[config.mk]
export PLATFORM = sky130hd
export DESIGN_NAME = contiguous_block_allocator_unit_flat
export DESIGN_NICKNAME = d
export VERILOG_FILES = /design/src/rtl/cbau_pkg.sv /design/src/rtl/cbau_req_if.sv /design/src/rtl/cbau_rsp_if.sv /design/src/rtl/cbau_table_mem.sv /design/src/rtl/cbau_ctrl.sv /design/src/rtl/contiguous_block_allocator_unit.sv /design/src/flat_wrapper.sv
export VERILOG_INCLUDE_DIRS = /design/src /design/src/rtl
export SDC_FILE = /design/constraint.sdc
export NUM_CORES = 2
export LEC_CHECK = 0
export ABC_AREA = 1
export BUFFER_PORTS_ARGS = -buffer_cell sky130_fd_sc_hd__buf_4
export CAP_MARGIN = 0
export CORE_ASPECT_RATIO = 0.8
export CORE_MARGIN = 5
export CORE_UTILIZATION = 35
export DETAILED_ROUTE_END_ITERATION = 10
export PLACE_DENSITY = 0.54
export SLEW_MARGIN = 10
export SYNTH_ARGS = -nofsm -noshare
export SYNTH_HDL_FRONTEND = slang
export SYNTH_SLANG_ARGS = --single-unit
[constraint.sdc]
create_clock -name clock -period 13.69 [get_ports clock]
set_clock_uncertainty 0.15 [all_clocks]
set_input_delay 0.6845 -clock clock [delete_from_list [all_inputs] [get_ports clock]]
set_output_delay 0.6845 -clock clock [all_outputs]
set_load 0.01 [all_outputs]
[src/rtl/contiguous_block_allocator_unit_assert.svh]
// Assertion macros used by the allocator controller.
`ifndef CONTIGUOUS_BLOCK_ALLOCATOR_UNIT_ASSERT_SVH
`define CONTIGUOUS_BLOCK_ALLOCATOR_UNIT_ASSERT_SVH

// The consequent must hold in the same cycle as the antecedent.
`define CBAU_ASSERT_SAME(lbl, clk, rst, ante, cons) \
   lbl: assert property (@(posedge clk) disable iff (rst) (ante) |-> (cons)) \
      else $error("allocator assertion failed");

// The consequent must hold in the cycle after the antecedent.
`define CBAU_ASSERT_NEXT(lbl, clk, rst, ante, cons) \
   lbl: assert property (@(posedge clk) disable iff (rst) (ante) |=> (cons)) \
      else $error("allocator assertion failed");

`endif

[src/rtl/cbau_pkg.sv]
// Types and codes of the contiguous block allocator.
package cbau_pkg;

   typedef enum logic [1:0] {
      REQ_ALLOC   = 2'd0,
      REQ_RELEASE = 2'd1,
      REQ_COMPACT = 2'd2,
      REQ_STATUS  = 2'd3
   } req_code_type;

   localparam logic [1:0] FIT_FIRST = 2'd0;
   localparam logic [1:0] FIT_BEST  = 2'd1;
   localparam logic [1:0] FIT_WORST = 2'd2;
   localparam logic [1:0] FIT_BAD   = 2'd3;

   localparam logic [2:0] ST_OK       = 3'd0;
   localparam logic [2:0] ST_NO_FIT   = 3'd1;
   localparam logic [2:0] ST_NO_OWNER = 3'd2;
   localparam logic [2:0] ST_BAD_REQ  = 3'd3;
   localparam logic [2:0] ST_FULL     = 3'd4;

   localparam logic [31:0] MEM_SIZE_RESET = 32'd65536;

   typedef struct packed {
      logic [15:0] owner;
      logic [31:0] size;
   } entry_type;

   typedef struct packed {
      logic wr_en;
      logic rd_en;
   } mem_ctl_type;

endpackage

[src/rtl/cbau_req_if.sv]
// Request channel of the allocator.
interface cbau_req_if;
   logic        valid;
   logic        ready;
   logic [1:0]  req_type;
   logic [15:0] owner_id;
   logic [31:0] request_size;
   logic [1:0]  fit_policy;

   modport source (output valid, req_type, owner_id, request_size, fit_policy, input ready);
   modport sink (input valid, req_type, owner_id, request_size, fit_policy, output ready);
endinterface

[src/rtl/cbau_rsp_if.sv]
// Result channel of the allocator.
interface cbau_rsp_if;
   logic        valid;
   logic        ready;
   logic [2:0]  status;
   logic [31:0] block_start;
   logic [31:0] block_size;
   logic [15:0] block_owner;
   logic        block_used;
   logic        last;

   modport source (output valid, status, block_start, block_size, block_owner, block_used,
                   last, input ready);
   modport sink (input valid, status, block_start, block_size, block_owner, block_used,
                 last, output ready);
endinterface

[src/rtl/cbau_table_mem.sv]
// Block table memory: one write port, one registered read port.
module cbau_table_mem
   import cbau_pkg::*;
#(
   parameter int MAX_BLOCKS = 32,
   parameter int IW = $clog2(MAX_BLOCKS)
) (
   input  logic          clock,
   input  mem_ctl_type   mem_ctl,
   input  logic [IW-1:0] wr_addr,
   input  entry_type     wr_data,
   input  logic [IW-1:0] rd_addr,
   output entry_type     rd_data
);
   entry_type mem [MAX_BLOCKS];
   entry_type rd_data_ff;

   always_ff @(posedge clock) begin
      if (mem_ctl.wr_en) begin
         mem[wr_addr] <= wr_data;
      end
      if (mem_ctl.rd_en) begin
         rd_data_ff <= mem[rd_addr];
      end
   end

   assign rd_data = rd_data_ff;
endmodule

[src/rtl/cbau_ctrl.sv]
// Request sequencer: scans, splits, merges, compacts and lists the block table.
`include "contiguous_block_allocator_unit_assert.svh"
module cbau_ctrl
   import cbau_pkg::*;
#(
   parameter int MAX_BLOCKS = 32,
   parameter int IW = $clog2(MAX_BLOCKS)
) (
   input  logic          clock,
   input  logic          reset,
   cbau_req_if.sink      req_ch,
   cbau_rsp_if.source    rsp_ch,
   input  logic          csr_we,
   input  logic [31:0]   csr_wdata,
   output mem_ctl_type   mem_ctl,
   output logic [IW-1:0] wr_addr,
   output entry_type     wr_data,
   output logic [IW-1:0] rd_addr,
   input  entry_type     rd_data
);
   localparam int CW = $clog2(MAX_BLOCKS + 1);
   localparam int FW = 32 + CW;
   localparam logic [CW-1:0] MAX_CNT = CW'(MAX_BLOCKS);

   typedef enum logic [10:0] {
      S_INIT   = 11'b00000000001,
      S_IDLE   = 11'b00000000010,
      S_SCAN   = 11'b00000000100,
      S_DECIDE = 11'b00000001000,
      S_SHUP   = 11'b00000010000,
      S_FIN1   = 11'b00000100000,
      S_FIN2   = 11'b00001000000,
      S_SHDN   = 11'b00010000000,
      S_RESP   = 11'b00100000000,
      S_STRD   = 11'b01000000000,
      S_STOUT  = 11'b10000000000
   } state_type;

   state_type     state_ff, state_in;
   logic [31:0]   mem_size_ff, mem_size_in;
   logic [CW-1:0] cnt_ff, cnt_in;
   req_code_type  op_ff, op_in;
   logic [15:0]   own_ff, own_in;
   logic [31:0]   rsz_ff, rsz_in;
   logic [1:0]    pol_ff, pol_in;
   logic [CW-1:0] ridx_ff, ridx_in;
   logic          rvld_ff, rvld_in;
   logic [IW-1:0] eidx_ff, eidx_in;
   logic [31:0]   acc_ff, acc_in;
   logic          found_ff, found_in;
   logic [IW-1:0] pos_ff, pos_in;
   logic [31:0]   psize_ff, psize_in;
   logic [31:0]   pstart_ff, pstart_in;
   logic          lfree_ff, lfree_in;
   logic [31:0]   lsize_ff, lsize_in;
   logic          rfree_ff, rfree_in;
   logic [31:0]   rsize_ff, rsize_in;
   logic          grab_ff, grab_in;
   logic [15:0]   prev_own_ff, prev_own_in;
   logic [31:0]   prev_size_ff, prev_size_in;
   logic [CW-1:0] n_ff, n_in;
   logic [FW-1:0] fsum_ff, fsum_in;
   logic [1:0]    k_ff, k_in;
   logic          split_ff, split_in;
   logic [2:0]    ost_ff, ost_in;
   logic [31:0]   obs_ff, obs_in;
   logic [31:0]   obz_ff, obz_in;
   logic [15:0]   obo_ff, obo_in;
   logic          obu_ff, obu_in;
   logic          rv_ff, rv_in;
   logic [2:0]    rst_ff, rst_in;
   logic [31:0]   rbs_ff, rbs_in;
   logic [31:0]   rbz_ff, rbz_in;
   logic [15:0]   rbo_ff, rbo_in;
   logic          rbu_ff, rbu_in;
   logic          rlast_ff, rlast_in;

   logic          slot_free;
   logic          take;
   logic [IW-1:0] tgt;
   logic [31:0]   merged;
   logic [1:0]    kk;

   assign slot_free = !rv_ff || rsp_ch.ready;
   assign req_ch.ready = (state_ff == S_IDLE) && !csr_we;

   assign rsp_ch.valid = rv_ff;
   assign rsp_ch.status = rst_ff;
   assign rsp_ch.block_start = rbs_ff;
   assign rsp_ch.block_size = rbz_ff;
   assign rsp_ch.block_owner = rbo_ff;
   assign rsp_ch.block_used = rbu_ff;
   assign rsp_ch.last = rlast_ff;

   // Release merge: target entry and number of entries removed behind it.
   assign kk = {1'b0, lfree_ff} + {1'b0, rfree_ff};
   assign tgt = lfree_ff ? IW'(pos_ff - 1'b1) : pos_ff;
   assign merged = (lfree_ff ? lsize_ff : 32'd0) + psize_ff + (rfree_ff ? rsize_ff : 32'd0);

   always_comb begin
      state_in = state_ff;     mem_size_in = mem_size_ff; cnt_in = cnt_ff;
      op_in = op_ff;           own_in = own_ff;           rsz_in = rsz_ff;
      pol_in = pol_ff;         ridx_in = ridx_ff;         rvld_in = 1'b0;
      eidx_in = eidx_ff;       acc_in = acc_ff;           found_in = found_ff;
      pos_in = pos_ff;         psize_in = psize_ff;       pstart_in = pstart_ff;
      lfree_in = lfree_ff;     lsize_in = lsize_ff;       rfree_in = rfree_ff;
      rsize_in = rsize_ff;     grab_in = grab_ff;         prev_own_in = prev_own_ff;
      prev_size_in = prev_size_ff; n_in = n_ff;           fsum_in = fsum_ff;
      k_in = k_ff;             split_in = split_ff;
      ost_in = ost_ff; obs_in = obs_ff; obz_in = obz_ff; obo_in = obo_ff; obu_in = obu_ff;
      rv_in = rv_ff && !rsp_ch.ready;
      rst_in = rst_ff; rbs_in = rbs_ff; rbz_in = rbz_ff; rbo_in = rbo_ff; rbu_in = rbu_ff;
      rlast_in = rlast_ff;
      mem_ctl = '0;
      wr_addr = '0;
      wr_data = '0;
      rd_addr = '0;
      take = 1'b0;

      case (state_ff)
         S_INIT: begin
            mem_ctl.wr_en = 1'b1;
            wr_data.size = csr_we ? csr_wdata : mem_size_ff;
            if (csr_we) begin
               mem_size_in = csr_wdata;
            end
            cnt_in = CW'(1);
            state_in = S_IDLE;
         end
         S_IDLE: begin
            if (csr_we) begin
               mem_size_in = csr_wdata;
               cnt_in = CW'(1);
               mem_ctl.wr_en = 1'b1;
               wr_data.size = csr_wdata;
            end else if (req_ch.valid) begin
               op_in = req_code_type'(req_ch.req_type);
               own_in = req_ch.owner_id;
               rsz_in = req_ch.request_size;
               pol_in = req_ch.fit_policy;
               ridx_in = '0;
               acc_in = '0;
               found_in = 1'b0;
               lfree_in = 1'b0;
               rfree_in = 1'b0;
               grab_in = 1'b0;
               n_in = '0;
               fsum_in = '0;
               ost_in = ST_BAD_REQ; obs_in = '0; obz_in = '0; obo_in = '0; obu_in = 1'b0;
               case (req_code_type'(req_ch.req_type))
                  REQ_ALLOC: begin
                     if (req_ch.request_size == 32'd0 || req_ch.owner_id == 16'd0 ||
                         req_ch.fit_policy == FIT_BAD) begin
                        state_in = S_RESP;
                     end else begin
                        state_in = S_SCAN;
                     end
                  end
                  REQ_RELEASE: begin
                     state_in = (req_ch.owner_id == 16'd0) ? S_RESP : S_SCAN;
                  end
                  REQ_COMPACT: state_in = S_SCAN;
                  default: state_in = S_STRD;
               endcase
            end
         end
         S_SCAN: begin
            if (ridx_ff < cnt_ff) begin
               mem_ctl.rd_en = 1'b1;
               rd_addr = ridx_ff[IW-1:0];
               eidx_in = ridx_ff[IW-1:0];
               ridx_in = ridx_ff + 1'b1;
               rvld_in = 1'b1;
            end
            if (rvld_ff) begin
               acc_in = acc_ff + rd_data.size;
               prev_own_in = rd_data.owner;
               prev_size_in = rd_data.size;
               case (op_ff)
                  REQ_ALLOC: begin
                     take = rd_data.owner == 16'd0 && rd_data.size >= rsz_ff &&
                            (!found_ff || (pol_ff == FIT_BEST && rd_data.size < psize_ff) ||
                             (pol_ff == FIT_WORST && rd_data.size > psize_ff));
                     if (take) begin
                        found_in = 1'b1;
                        pos_in = eidx_ff;
                        psize_in = rd_data.size;
                        pstart_in = acc_ff;
                     end
                  end
                  REQ_RELEASE: begin
                     if (!found_ff && rd_data.owner == own_ff) begin
                        found_in = 1'b1;
                        pos_in = eidx_ff;
                        psize_in = rd_data.size;
                        pstart_in = acc_ff;
                        lfree_in = (eidx_ff != '0) && prev_own_ff == 16'd0;
                        lsize_in = prev_size_ff;
                        grab_in = 1'b1;
                     end else if (grab_ff) begin
                        rfree_in = rd_data.owner == 16'd0;
                        rsize_in = rd_data.size;
                        grab_in = 1'b0;
                     end
                  end
                  default: begin
                     // Used blocks slide down to the next packed slot.
                     if (rd_data.owner != 16'd0) begin
                        mem_ctl.wr_en = 1'b1;
                        wr_addr = n_ff[IW-1:0];
                        wr_data = rd_data;
                        n_in = n_ff + 1'b1;
                     end else begin
                        fsum_in = fsum_ff + FW'(rd_data.size);
                     end
                  end
               endcase
            end else if (ridx_ff >= cnt_ff) begin
               state_in = S_DECIDE;
            end
         end
         S_DECIDE: begin
            case (op_ff)
               REQ_ALLOC: begin
                  if (!found_ff) begin
                     ost_in = ST_NO_FIT;
                     state_in = S_RESP;
                  end else if (psize_ff != rsz_ff) begin
                     if (cnt_ff == MAX_CNT) begin
                        ost_in = ST_FULL;
                        state_in = S_RESP;
                     end else begin
                        split_in = 1'b1;
                        ridx_in = cnt_ff;
                        state_in = S_SHUP;
                     end
                  end else begin
                     split_in = 1'b0;
                     state_in = S_FIN2;
                  end
               end
               REQ_RELEASE: begin
                  if (!found_ff) begin
                     ost_in = ST_NO_OWNER;
                     state_in = S_RESP;
                  end else begin
                     ost_in = ST_OK;
                     obs_in = pstart_ff;
                     obz_in = psize_ff;
                     mem_ctl.wr_en = 1'b1;
                     wr_addr = tgt;
                     wr_data.size = merged;
                     k_in = kk;
                     ridx_in = CW'(tgt) + 1'b1 + CW'(kk);
                     state_in = (kk == 2'd0) ? S_RESP : S_SHDN;
                  end
               end
               default: begin
                  ost_in = ST_OK;
                  if (fsum_ff != '0 || n_ff == '0) begin
                     mem_ctl.wr_en = 1'b1;
                     wr_addr = n_ff[IW-1:0];
                     wr_data.size = fsum_ff[31:0];
                     cnt_in = n_ff + 1'b1;
                  end else begin
                     cnt_in = n_ff;
                  end
                  state_in = S_RESP;
               end
            endcase
         end
         S_SHUP: begin
            // Entries above the split move up by one, highest first.
            if (ridx_ff > CW'(pos_ff) + 1'b1) begin
               mem_ctl.rd_en = 1'b1;
               rd_addr = IW'(ridx_ff - 1'b1);
               eidx_in = IW'(ridx_ff - 1'b1);
               ridx_in = ridx_ff - 1'b1;
               rvld_in = 1'b1;
            end
            if (rvld_ff) begin
               mem_ctl.wr_en = 1'b1;
               wr_addr = IW'(eidx_ff + 1'b1);
               wr_data = rd_data;
            end else if (!(ridx_ff > CW'(pos_ff) + 1'b1)) begin
               state_in = S_FIN1;
            end
         end
         S_FIN1: begin
            mem_ctl.wr_en = 1'b1;
            wr_addr = IW'(pos_ff + 1'b1);
            wr_data.size = psize_ff - rsz_ff;
            state_in = S_FIN2;
         end
         S_FIN2: begin
            mem_ctl.wr_en = 1'b1;
            wr_addr = pos_ff;
            wr_data.owner = own_ff;
            wr_data.size = rsz_ff;
            if (split_ff) begin
               cnt_in = cnt_ff + 1'b1;
            end
            ost_in = ST_OK; obs_in = pstart_ff; obz_in = rsz_ff; obo_in = own_ff; obu_in = 1'b1;
            state_in = S_RESP;
         end
         S_SHDN: begin
            // Entries behind the merged block move down over the removed ones.
            if (ridx_ff < cnt_ff) begin
               mem_ctl.rd_en = 1'b1;
               rd_addr = ridx_ff[IW-1:0];
               eidx_in = ridx_ff[IW-1:0];
               ridx_in = ridx_ff + 1'b1;
               rvld_in = 1'b1;
            end
            if (rvld_ff) begin
               mem_ctl.wr_en = 1'b1;
               wr_addr = IW'(eidx_ff - k_ff);
               wr_data = rd_data;
            end else if (ridx_ff >= cnt_ff) begin
               cnt_in = cnt_ff - CW'(k_ff);
               state_in = S_RESP;
            end
         end
         S_RESP: begin
            if (slot_free) begin
               rv_in = 1'b1;
               rst_in = ost_ff; rbs_in = obs_ff; rbz_in = obz_ff; rbo_in = obo_ff;
               rbu_in = obu_ff; rlast_in = 1'b1;
               state_in = S_IDLE;
            end
         end
         S_STRD: begin
            mem_ctl.rd_en = 1'b1;
            rd_addr = ridx_ff[IW-1:0];
            ridx_in = ridx_ff + 1'b1;
            state_in = S_STOUT;
         end
         S_STOUT: begin
            if (slot_free) begin
               rv_in = 1'b1;
               rst_in = ST_OK;
               rbs_in = acc_ff;
               rbz_in = rd_data.size;
               rbo_in = rd_data.owner;
               rbu_in = rd_data.owner != 16'd0;
               rlast_in = ridx_ff == cnt_ff;
               acc_in = acc_ff + rd_data.size;
               state_in = (ridx_ff == cnt_ff) ? S_IDLE : S_STRD;
            end
         end
         default: state_in = S_INIT;
      endcase
   end

   always_ff @(posedge clock) begin
      if (reset) begin
         state_ff <= S_INIT;
         mem_size_ff <= MEM_SIZE_RESET;
         cnt_ff <= CW'(1);
         rvld_ff <= 1'b0;
         rv_ff <= 1'b0;
      end else begin
         state_ff <= state_in;
         mem_size_ff <= mem_size_in;
         cnt_ff <= cnt_in;
         rvld_ff <= rvld_in;
         rv_ff <= rv_in;
      end
      op_ff <= op_in;         own_ff <= own_in;       rsz_ff <= rsz_in;
      pol_ff <= pol_in;       ridx_ff <= ridx_in;     eidx_ff <= eidx_in;
      acc_ff <= acc_in;       found_ff <= found_in;   pos_ff <= pos_in;
      psize_ff <= psize_in;   pstart_ff <= pstart_in; lfree_ff <= lfree_in;
      lsize_ff <= lsize_in;   rfree_ff <= rfree_in;   rsize_ff <= rsize_in;
      grab_ff <= grab_in;     prev_own_ff <= prev_own_in; prev_size_ff <= prev_size_in;
      n_ff <= n_in;           fsum_ff <= fsum_in;     k_ff <= k_in;
      split_ff <= split_in;
      ost_ff <= ost_in; obs_ff <= obs_in; obz_ff <= obz_in; obo_ff <= obo_in; obu_ff <= obu_in;
      rst_ff <= rst_in; rbs_ff <= rbs_in; rbz_ff <= rbz_in; rbo_ff <= rbo_in; rbu_ff <= rbu_in;
      rlast_ff <= rlast_in;
   end

   `CBAU_ASSERT_SAME(a_cnt_range, clock, reset, 1'b1, cnt_ff != '0 && cnt_ff <= MAX_CNT)
   `CBAU_ASSERT_SAME(a_accept_quiet, clock, reset, req_ch.valid && req_ch.ready, !rvld_ff)
   `CBAU_ASSERT_NEXT(a_resp_loads, clock, reset, state_ff == S_RESP && slot_free, rv_ff && rlast_ff)
   `CBAU_ASSERT_SAME(a_no_split_full, clock, reset, state_ff == S_FIN1, cnt_ff < MAX_CNT)
endmodule

[src/rtl/contiguous_block_allocator_unit.sv]
// Contiguous block allocator: first, best and worst fit over a block table.
// Requests arrive on req_ch (valid/ready); a transfer takes one request: allocate,
// release, compact or status. Results leave on rsp_ch; each request yields one
// result with last set, except status, which lists every table entry in address
// order and sets last on the final one. csr_we with csr_wdata writes the managed
// memory size and resets the table to one free block; write only while idle.
// Allocate, release and compact scan the table at one entry per cycle from the
// single read port, then decide; a split moves the entries above the found block
// up and writes the remainder and the allocated block, a merge moves the entries
// behind the merged block down. Status reads each entry and then issues it as a
// result; a stalled receiver holds the listing. One request is in work at a time.
// After reset the init state writes the initial free block of 65536 units, then the
// block takes requests. The result register lets the next request start while a
// result waits; a stalled receiver holds the block at its next result.
module contiguous_block_allocator_unit
   import cbau_pkg::*;
#(
   parameter int MAX_BLOCKS = 32
) (
   input  logic        clock,
   input  logic        reset,
   cbau_req_if.sink    req_ch,
   cbau_rsp_if.source  rsp_ch,
   input  logic        csr_we,
   input  logic [31:0] csr_wdata
);
   localparam int IW = $clog2(MAX_BLOCKS);

   mem_ctl_type   mem_ctl;
   logic [IW-1:0] wr_addr;
   logic [IW-1:0] rd_addr;
   entry_type     wr_data;
   entry_type     rd_data;

   cbau_ctrl #(.MAX_BLOCKS(MAX_BLOCKS), .IW(IW)) u_ctrl (
      .clock(clock), .reset(reset), .req_ch(req_ch), .rsp_ch(rsp_ch),
      .csr_we(csr_we), .csr_wdata(csr_wdata), .mem_ctl(mem_ctl),
      .wr_addr(wr_addr), .wr_data(wr_data), .rd_addr(rd_addr), .rd_data(rd_data)
   );

   cbau_table_mem #(.MAX_BLOCKS(MAX_BLOCKS), .IW(IW)) u_mem (
      .clock(clock), .mem_ctl(mem_ctl), .wr_addr(wr_addr), .wr_data(wr_data),
      .rd_addr(rd_addr), .rd_data(rd_data)
   );
endmodule
[src/flat_wrapper.sv]
// flat-port wrapper written by rule: the top's interface ports become plain ports
module contiguous_block_allocator_unit_flat import cbau_pkg::*;
#(
   parameter int MAX_BLOCKS = 32
)
  (clock, reset, csr_we, csr_wdata, req_ch_valid, req_ch_req_type, req_ch_owner_id, req_ch_request_size, req_ch_fit_policy, req_ch_ready, rsp_ch_valid, rsp_ch_status, rsp_ch_block_start, rsp_ch_block_size, rsp_ch_block_owner, rsp_ch_block_used, rsp_ch_last, rsp_ch_ready);
  cbau_req_if req_ch_i ();
  cbau_rsp_if rsp_ch_i ();
  input  logic clock;
  input  logic reset;
  input  logic csr_we;
  input  logic [31:0] csr_wdata;
  input wire logic [$bits(req_ch_i.valid)-1:0] req_ch_valid;
  input wire logic [$bits(req_ch_i.req_type)-1:0] req_ch_req_type;
  input wire logic [$bits(req_ch_i.owner_id)-1:0] req_ch_owner_id;
  input wire logic [$bits(req_ch_i.request_size)-1:0] req_ch_request_size;
  input wire logic [$bits(req_ch_i.fit_policy)-1:0] req_ch_fit_policy;
  output wire logic [$bits(req_ch_i.ready)-1:0] req_ch_ready;
  output wire logic [$bits(rsp_ch_i.valid)-1:0] rsp_ch_valid;
  output wire logic [$bits(rsp_ch_i.status)-1:0] rsp_ch_status;
  output wire logic [$bits(rsp_ch_i.block_start)-1:0] rsp_ch_block_start;
  output wire logic [$bits(rsp_ch_i.block_size)-1:0] rsp_ch_block_size;
  output wire logic [$bits(rsp_ch_i.block_owner)-1:0] rsp_ch_block_owner;
  output wire logic [$bits(rsp_ch_i.block_used)-1:0] rsp_ch_block_used;
  output wire logic [$bits(rsp_ch_i.last)-1:0] rsp_ch_last;
  input wire logic [$bits(rsp_ch_i.ready)-1:0] rsp_ch_ready;
  assign req_ch_i.valid = req_ch_valid;
  assign req_ch_i.req_type = req_ch_req_type;
  assign req_ch_i.owner_id = req_ch_owner_id;
  assign req_ch_i.request_size = req_ch_request_size;
  assign req_ch_i.fit_policy = req_ch_fit_policy;
  assign req_ch_ready = req_ch_i.ready;
  assign rsp_ch_valid = rsp_ch_i.valid;
  assign rsp_ch_status = rsp_ch_i.status;
  assign rsp_ch_block_start = rsp_ch_i.block_start;
  assign rsp_ch_block_size = rsp_ch_i.block_size;
  assign rsp_ch_block_owner = rsp_ch_i.block_owner;
  assign rsp_ch_block_used = rsp_ch_i.block_used;
  assign rsp_ch_last = rsp_ch_i.last;
  assign rsp_ch_i.ready = rsp_ch_ready;
  contiguous_block_allocator_unit #(.MAX_BLOCKS(MAX_BLOCKS)) u_core (.clock(clock), .reset(reset), .req_ch(req_ch_i), .rsp_ch(rsp_ch_i), .csr_we(csr_we), .csr_wdata(csr_wdata));
endmodule
==> impl_metrics.yaml <==
logic_synthesis:
  synth_warnings: 0
  synth_most_common_cell: "edfxtp_1"
  synth.area.top_cells: "edfxtp_1 (61%), nand3_1 (8.6%), nand2_1 (7.6%)"
  synth_top_area_cell: "edfxtp_1"
  yosysUniqueCellTypes: 60
  syn-cell-area_um2: 103000
  yosysSeqAreaShare_pct: 61.8
  synth_top_area_share_pct: 60.8
  ys_top_cells_by_count: "edfxtp_1 (2080), nand2_1 (2067), nand3_1 (1766)"
  syn-num-nets: 10600
  synth_edf_count: 2080
  synth_seq_cells: 2131
  synth_cells: 10200
  avgSynthCellArea_um2: 10.0
  synth_top_flop_cell: "edfxtp_1"
  async_flop_share_pct: 0
cells_and_area:
  finalNetCount: 10700
  synthToLayoutAreaGrowth_pct: 13.5
  drive_gt1_share_pct: 7.61
  top_register: "u_core.u_mem.mem"
  largest_reg_flops: 1536
  nFillCells: 28300
  postLayoutCellArea_um2: 116000
floorplan:
  dieArea_um2: 304000
  ios: 176
  core-area_um2: 291000
  die_y_um: 494
  initial_core_util_pct: 35.2
  rows: 177
  die_w_um: 616
global_routing:
  grt_remaining_overflow: 0
  grt_pass1_wl_um: 529000
  grt_max_degree: 218
  antenna_found_initial: 8
  grt_pass1_vias: 72700
  track_usage_pct: 23.5
drt:
  drc: 0
  drtPass1Iterations: 8
  drtIter0Drc: 9341
  viasPerCell: 5.40
  drt_wl_total_um: 372000
  wl_per_cell_um: 25.9
  drtAntennaViolNets: 0
  num_vias: 77800
setup_path:
  worstPathCellList: "ha_1 > nand2_1 > nor2_1 > xnor2_1 > ha_1 > nand2_1 > nor2_1 > nand2_1 > nand3_1 > nand2_1 > inv_1 > nand3_4 > buf_4 > buf_12 > buf_4 > nand3b_1 > nand3_1 > nand3_1 > nand3_1 > nand2_1 > nand2_1 > nand2_1"
  cp-start-kind: "register"
  slowest_stage: "buf_4"
  critPathMaxFanout: 164
  worstPathArrival_ns: 6.75
  path_class: "register to register"
  cp_slowest_stage_delay_ns: 0.95
  crit_top_cell: "nand2_1"
  cp.required_ns: 14.08
  end_kind: "register"
clock_tree:
  clk_path_buf_depth: 4
  cts_inserted_buffers: 218
  h-tree-depth: 4
  insertion_delay_ns: 0.90
  ctsResizeCount: 0
  clock-sinks: 2131
  cts-root-buf: "clkbuf_16"
  cts_tree: "done"
  cts.clk_slew.worst_paths_ns: 0.07
sta:
  period_share_pct: 46.5
  worst_pin_slew_ns: 1.40
  final-max-slew-violation-count: 0
  finalSetupViolCount: 0
  slew-limit-headroom_pct: 7.00
  fin_ws_ns: 7.32
  hold_viol_final: 0
  finalCriticalPeriod_ns: 6.37
  fmax_ghz: 0.157
  rsz0062_at_grt: "no"
  setup-tns-final_ns: 0
placed_design:
  gp_routability_congestion: 0.938
  port_buffers: 175
  dp_slack_ns: 7.45
  placed_area_um2: 109000
  hpwl_um: 222000
pwr:
  power_per_cell_area_nw_per_um2: 138
  total_leakage_power_nw: 46.6
  vdd_drop_max_uv: 140
min_path:
  hp-class: "input pin to register"
run:
  maxCapViolCount: 0
status:
  status: "completed"
final timing paths:
kind                                   from                            end  slack, ns  cells after the start
max                 u_core.u_ctrl.pos_ff[0]       u_core.u_mem.rd_data[34]       7.32                     22
min                           csr_wdata[24]  u_core.u_ctrl.mem_size_ff[24]       0.07                      3
max reg2reg         u_core.u_ctrl.pos_ff[0]       u_core.u_mem.rd_data[34]       7.32                     22
min reg2reg  u_core.u_ctrl.prev_size_ff[26]     u_core.u_ctrl.lsize_ff[26]       0.26                      0
critical path: cells and delay by family (launching register included):
family	cells	cell delay, ns
buffers and inverters	4	2.42
xor gates and xnor gates	1	0.24
DFF	1	0.44
and+or+nand+nor	15	1.93
adders and majority gates	2	0.52
metrics by stage:
step                      power (mW)  util (%)  hold WS (ns)  instances
final                           16.1      40.0        0.0688      14400
after CTS                       16.2      40.0       0.00550      14400
after floorplan                 9.20         -         0.250      10200
after global placement          10.2      37.4         0.251      13900
after global routing            16.6      40.0        0.0413      14400
after detailed placement        10.2      37.4         0.255      13900
logic make-up (layout without fill, tap and decap cells):
logic type	count (synthesis)	after routing	synth area share, %
compound gates	882	882	4.90
xor+xnor	50	50	0.427
fa+ha+maj	258	258	3.42
buf+inv	2130	2449	8.09
flops	2131	2131	61.8
other cells	0	1	0
simple gates	4777	4777	21.3
where the power goes:
group / internal, mW / switching (mW) / leakage [nW] / total, mW
clock: 3.38 / 2.61 / 3.36 / 6.00
sequential: 7.72 / 0.104 / 20.2 / 7.83
combinational: 0.557 / 1.71 / 23.1 / 2.26
total: 11.7 / 4.42 / 46.6 / 16.1
routing by layer:
layer | vias to the layer above | share of wire (%) | GRT usage [%]
li1 | 35100 | - | -
met1 | 38600 | 46 | 35.5
met2 | 3584 | 43 | 35.4
met3 | 522 | 8.0 | 3.33
met4 | 4 | 2.7 | 6.20
met5 | - | 0.0062 | 0
final cells by class:
cell class	count	area (um^2)	share of cell area (%)
multi-input combinational	5967	31600	27.1
tap	3848	4810	4.13
sequential	2131	63500	54.5
timing repair buffer	440	3660	3.14
clock buffer	277	5770	4.95
inverter	1619	6090	5.23
antenna	1	2.50	0.00215
clock inverter	113	1120	0.966
repair_timing:
item                                   CTS  global route
hold buffers                            60             0
setup buffers                            0             0
endpoints found under the hold margin   69             0
layout by cell type, fill, tap and decap left out, drive strengths merged, types with 28 or more instances in the layout:
master / n
nor4: 37
fa: 38
nor3: 37
xor2: 28
a21oi: 336
nand3: 1768
inv: 1620
edfxtp: 2080
nand3b: 295
nand2: 2078
nand4: 134
nor2: 398
dfxtp: 51
dlygate4sd3: 60
a31oi: 28
clkinv: 82
o22ai: 48
clkbuf: 277
ha: 220
o211ai: 38
buf: 380
o21ai: 295
Power figures use the tool's default switching activity.
